===== src/sv/rsm_pkg.sv =====
// Shared types and constants for the rANS symbol mapper with bypass escape.
// Used by rsm_shifter and rans_symbol_mapper_with_bypass_core; no dependencies.
`default_nettype none

package rsm_pkg;

   // Table sizes and the width of a bypass value.
   localparam int MAX_DISTRIBUTIONS = 64;
   localparam int MAX_SYMBOLS       = 4096;
   localparam int FREQ_WIDTH        = 32;

   // Address and shift widths derived from the sizes above.
   localparam int DESC_AW  = $clog2(MAX_DISTRIBUTIONS);
   localparam int SYM_AW   = $clog2(MAX_SYMBOLS);
   localparam int SHAMT_W  = $clog2(FREQ_WIDTH);
   localparam int POS_W    = SHAMT_W + 1;

   // Fixed field widths.
   localparam int DIGIT_W  = 16;
   localparam int BITS_W   = 5;
   localparam int DESC_W   = 40;
   localparam int SYM_W    = 33;

   // Request actions.
   localparam logic [1:0] ACT_LOAD_DESC = 2'd0;
   localparam logic [1:0] ACT_LOAD_SYM  = 2'd1;
   localparam logic [1:0] ACT_ENCODE    = 2'd2;

   // Control register indexes.
   localparam logic [1:0] CSR_SYMBOL_BITS = 2'd0;
   localparam logic [1:0] CSR_BYPASS_BITS = 2'd1;
   localparam logic [1:0] CSR_NUM_DIST    = 2'd2;

   // Sequencer states.
   typedef enum logic [2:0] {
      ST_IDLE,
      ST_CALC,
      ST_CHECK,
      ST_COUNT,
      ST_DIGIT,
      ST_REM,
      ST_PREFIX,
      ST_SYM
   } state_type;

   // Operands for the shared shift unit.
   typedef struct packed {
      logic [FREQ_WIDTH-1:0] data;
      logic [SHAMT_W-1:0]    amount;
      logic [DIGIT_W-1:0]    mask;
   } shift_req_type;

endpackage

`default_nettype wire


===== src/sv/rsm_shifter.sv =====
// Shared right shifter and digit mask of the bypass path.
// Depends on rsm_pkg for the operand struct and widths.
`default_nettype none

module rsm_shifter import rsm_pkg::*; (
   input  shift_req_type          shift_req,
   output logic [FREQ_WIDTH-1:0]  shift_result,
   output logic [DIGIT_W-1:0]     shift_digit
);

   // Shift the bypass value down and keep the low digit.
   always_comb begin
      shift_result = shift_req.data >> shift_req.amount;
      shift_digit  = shift_result[DIGIT_W-1:0] & shift_req.mask;
   end

endmodule

`default_nettype wire


===== config.mk =====
export PLATFORM = sky130hd
export DESIGN_NAME = rsm_shifter
export DESIGN_NICKNAME = d
export VERILOG_FILES = /design/src/sv/rsm_pkg.sv /design/src/sv/rsm_shifter.sv
export SDC_FILE = /design/constraint.sdc
export NUM_CORES = 1
export LEC_CHECK = 0
export BUFFER_PORTS_ARGS = -buffer_cell sky130_fd_sc_hd__buf_2
export CAP_MARGIN = 20
export CORE_ASPECT_RATIO = 2
export CORE_UTILIZATION = 35
export DETAILED_ROUTE_END_ITERATION = 12
export GPL_TIMING_DRIVEN = 0
export PLACE_DENSITY = 0.59
export SKIP_LAST_GASP = 1
export SYNTH_ARGS = -nofsm -noshare
export SYNTH_HDL_FRONTEND = slang
export SYNTH_SLANG_ARGS = --single-unit

===== constraint.sdc =====
create_clock -name vclk -period 2.3
set_clock_uncertainty 0.15 [all_clocks]
set_input_delay 0.115 -clock vclk [all_inputs]
set_output_delay 0.115 -clock vclk [all_outputs]
set_load 0.01 [all_outputs]

# Word level (Yosys, flattened, before mapping)
# Index checks and enable logic that the tools add are counted.
classes:
  shifts: 1
  n_bitwise: 1
op_table:
  columns: ["cell", "count"]
  rows:
  - ["$shr A32 B5 Y32", 1]
  - ["$and A16 B16 Y16", 1]
totals:
  out_inout_bits: 48
  in_bits: 53
  word_cells: 2
  regBits: 0

# Logic depth before layout (Yosys ltp)
depth:
  depth_word: 2
  ltp_mapped: 7
  mapped_depth_nobuf: 4

# Worst setup path before layout
# No wires, ideal clock.
synth_timing:
  path_type: "input to output"
  from: "in shift_req[17] in the netlist's numbering"
  to: "out shift_digit[1]"
  required_ns: 2.035
  t_arrival_ns: 1.710
  stages: 6
  slack_ns: 0.325
  path_buffers: 2
  path_cell_list: "buf_4 buf_4 mux2i_1 o2bb2ai_1 mux2i_1 a2111oi_0"
synth_via:
  elab_chain_len: 2
synth_lines:
  columns: ["item", "line_no", "rtl"]
  rows:
  - ["start, declared", "rsm_shifter.sv:6", "input shift_req_type shift_req,"]
  - ["$shr A32 B5 Y32", "rsm_shifter.sv:13", "shift_result = shift_req.data >> shift_req.amount;"]
  - ["$and A16 B16 Y16", "rsm_shifter.sv:14", "shift_digit = shift_result[DIGIT_W-1:0] & shift_req.mask;"]
  - ["end, declared", "rsm_shifter.sv:8", "output logic [DIGIT_W-1:0] shift_digit"]
# Every way passes these cells.

# Worst setup path in the final report
layout_timing:
  from: "in shift_req[17] in the netlist's numbering"
  to: "out shift_result[0]"
layout_via:
  elab_chain_len: 1
layout_lines:
  columns: ["item", "line_no", "rtl"]
  rows:
  - ["$shr A32 B5 Y32", "rsm_shifter.sv:13", null]
  - ["end, declared", "rsm_shifter.sv:7", "output logic [FREQ_WIDTH-1:0] shift_result,"]
# Every way passes these cells.

==> out/results.ini <==
[run_status]
outcome=finished with violations
failing_checks=DRC

[setup_path]
cp.arrival_ns=1.93
cp-end-kind=primary output
crit_path_start=shift_req[17]
crit_path_end=shift_result[0]
timing_worst_setup_path_type=in -> out
worst_setup_path_start_kind=input port
path_max_fanout=10
critPathRequiredTime_ns=2.04

[drt]
initialDrtViolationCount=148
detail_route.vias_per_cell=6.445
drt.antenna.violating_nets=0
drt_first_pass_iters=10
route.detailed.drc=12
postRouteWirelength_um=9010
num_vias=2694
detail_route.wl_per_cell_um=21.56

[finish]
final_cell_count_no_fill=418
number_of_sequential_cells_in_the_layout=0
areaGrowthSynthToFinish_pct=28.27
number_of_nets_in_the_final_layout=412
layout-drive-gt1-share_pct=44.82
num_antenna_cells=0
n_fill_cell=648
total_of_clock_buffers_placed_in_the_layout=0
seq_area_sq_um=0

[sta]
maxSlewViolCount=0
post-route-min-period_ns=2.199
finalHoldWorstSlack_ns=0.3670
finalHoldViolCount=0
fmax_ghz=0.4548
setup_violations=0
worst-slew-pin-transition_ns=0.7514
slew_headroom_pct=49.80
layout_worst_path_cycle_share_pct=95.61

[synth]
synth.cell_area_sq_mm=0.002093
synth.avg_cell_area_sq_um=8.082
synthesis.nets=312
synth_top_area_cell=sky130_fd_sc_hd__mux4_2
yosys.cell_types.count=51
top_cell_type_s_share_of_synthesized_area_pct=29.05
seq_total_area_yosys_pct=0
synthesis.yosys.warnings=0
postSynthCellCount=259
post_synth_main_area_contributors=sky130_fd_sc_hd__mux4_2, sky130_fd_sc_hd__mux2i_1, sky130_fd_sc_hd__mux2_2

[power_and_ir_drop]
p_sw_uw=385.9
clockPowerShare_pct=0
power_uw=688.1
p_int_uw=302.2
seq_power_share_pct=0
max-vdd-ir-drop_mv=0.1162
p_leak_uw=0.001228
power_density_mw_per_mm2=256.3
p_sw_share_pct=56.09
combinational_power_share_pct=100.0

[min_path]
worstHoldStart=shift_req[15]
min-delay-path-class=in -> out

[floorplan]
floorplan.die.height_um=111.4
start_util_pct=36.35
ioPinCount=101
design.die.area_sq_mm=0.006313
floorplan.core_area_sq_mm=0.005758
num_rows=39
fp.dieW_um=56.69

[grt]
grt_pass1_wl_um=13820
grt_pass1_vias=2614
globalRouteTotalUtil_pct=28.31
grt_overflow=0
antenna_found_initial=0
largest_net_degree_at_the_start_of_global_routing=11

[place]
hpwl_um=7418
placement.io_buffers=97
dpl.cell_count=417
gpl.final_weighted_congestion=0.9648

[flow_run]
drv.max_cap_violation_count=0

-- cell type report --
type | instances | area, sq um | area share [%]
multi-input cells | 224 | 1938 | 72.18
repair buffers | 98 | 493.0 | 18.36
plain buffers | 25 | 140.1 | 5.219
well taps | 61 | 76.32 | 2.842
inverters | 10 | 37.54 | 1.398
-- per-layer routing --
layer  global-route usage [%]  vias to the layer above  part of all wire [%]  wire, um
met5                        0                        -                     0         0
met1                    29.87                     1277                    34      3065
li1                         -                     1228                     -         -
met4                    15.33                        0                   6.4       580
met3                    2.091                       36                   5.8       525
met2                    53.41                      153                    54      4839
-- critical path: stages --
cell	delay [ns]
sky130_fd_sc_hd__buf_4	0.13
sky130_fd_sc_hd__buf_2	0.28
sky130_fd_sc_hd__mux4_2	0.44
sky130_fd_sc_hd__a22oi_1	0.20
sky130_fd_sc_hd__o311ai_1	0.20
sky130_fd_sc_hd__or3_1	0.41
sky130_fd_sc_hd__buf_2	0.14
-- power groups by stage --
| stage | Clock, uW | Sequential [uW] | Combinational (uW) |
|---|---|---|---|
| 6_report | 0 | 0 | 688 |
| 5_1_grt | 0 | 0 | 733 |
| 4_1_cts | 0 | 0 | 674 |
| 3_5_place_dp | 0 | 0 | 669 |
| 3_3_place_gp | 0 | 0 | 666 |
| 2_1_floorplan | 0 | 0 | 424 |
-- how the worst min path moves through the flow --
stage	endpoint	slack [ns]	cells past startpoint
global placement	shift_digit[12]	0.36	3
CTS	shift_digit[15]	0.37	4
floorplan	shift_digit[14]	0.16	2
detailed placement	shift_digit[15]	0.37	4
finish	shift_digit[15]	0.37	4
global route	shift_digit[5]	0.38	4
-- logic make-up after synthesis --
kind of cell	share of synthesized area (%)
and+or+nand+nor	22.77
AOI/OAI and AO/OA	22.48
muxes	46.50
buffers and inverters	8.248
-- timing repair --
item,CTS,global route
gates cloned,0,0
setup endpoints to repair,2,15
gates resized for setup,2,8
setup buffers,0,1
hold buffers,0,0
endpoints found under the hold margin,0,0
pin swaps,0,1
-- synthesized netlist by cell type (all sizes together) (2+ instances only) --
library cell and n:
nand2 34, mux4 27, mux2i 23, nor2 17, buf 15, mux2 12
nand3 11, clkbuf 10, inv 9, a211oi 8, a21oi 8, nor2b 7
and2 6, a22oi 5, nor3 5, o21ai 5, a31oi 4, o22ai 4
a21boi 3, nor3b 3, o211ai 3, o31a 3, or2 3, or3 3
a2111oi 2, a221oi 2, a32o 2, and3 2, and4 2, nand2b 2
nand4 2, o221ai 2, o32ai 2
-- cells in the final DEF (no fill, tap or decap), types with 5 or more instances in the layout --
cell type                  instances
sky130_fd_sc_hd__clkbuf_1          8
sky130_fd_sc_hd__buf_2           103
sky130_fd_sc_hd__o21ai_0           5
sky130_fd_sc_hd__mux2i_1          22
sky130_fd_sc_hd__nor3_1            5
sky130_fd_sc_hd__mux4_2           27
sky130_fd_sc_hd__nand3_1          11
sky130_fd_sc_hd__nor2b_1           6
sky130_fd_sc_hd__mux2_2           12
sky130_fd_sc_hd__nor2_1           17
sky130_fd_sc_hd__inv_1             9
sky130_fd_sc_hd__a211oi_1          8
sky130_fd_sc_hd__nand2_1          34
sky130_fd_sc_hd__a22oi_1           5
sky130_fd_sc_hd__and2_1            5
sky130_fd_sc_hd__a21oi_1           8
-- through the flow --
step,setup WS [ns],area (sq um),util [%],TNS [ns]
detailed placement,-0.03976,2655,46.11,-0.04491
finish,0.1010,2685,46.63,0
global placement,-0.02401,2655,46.11,-0.04830
global route,-0.07877,2685,46.63,-0.1513
floorplan,0.3254,2093,-,0
CTS,0.001682,2666,46.31,0
Power figures use the tool's default switching activity.
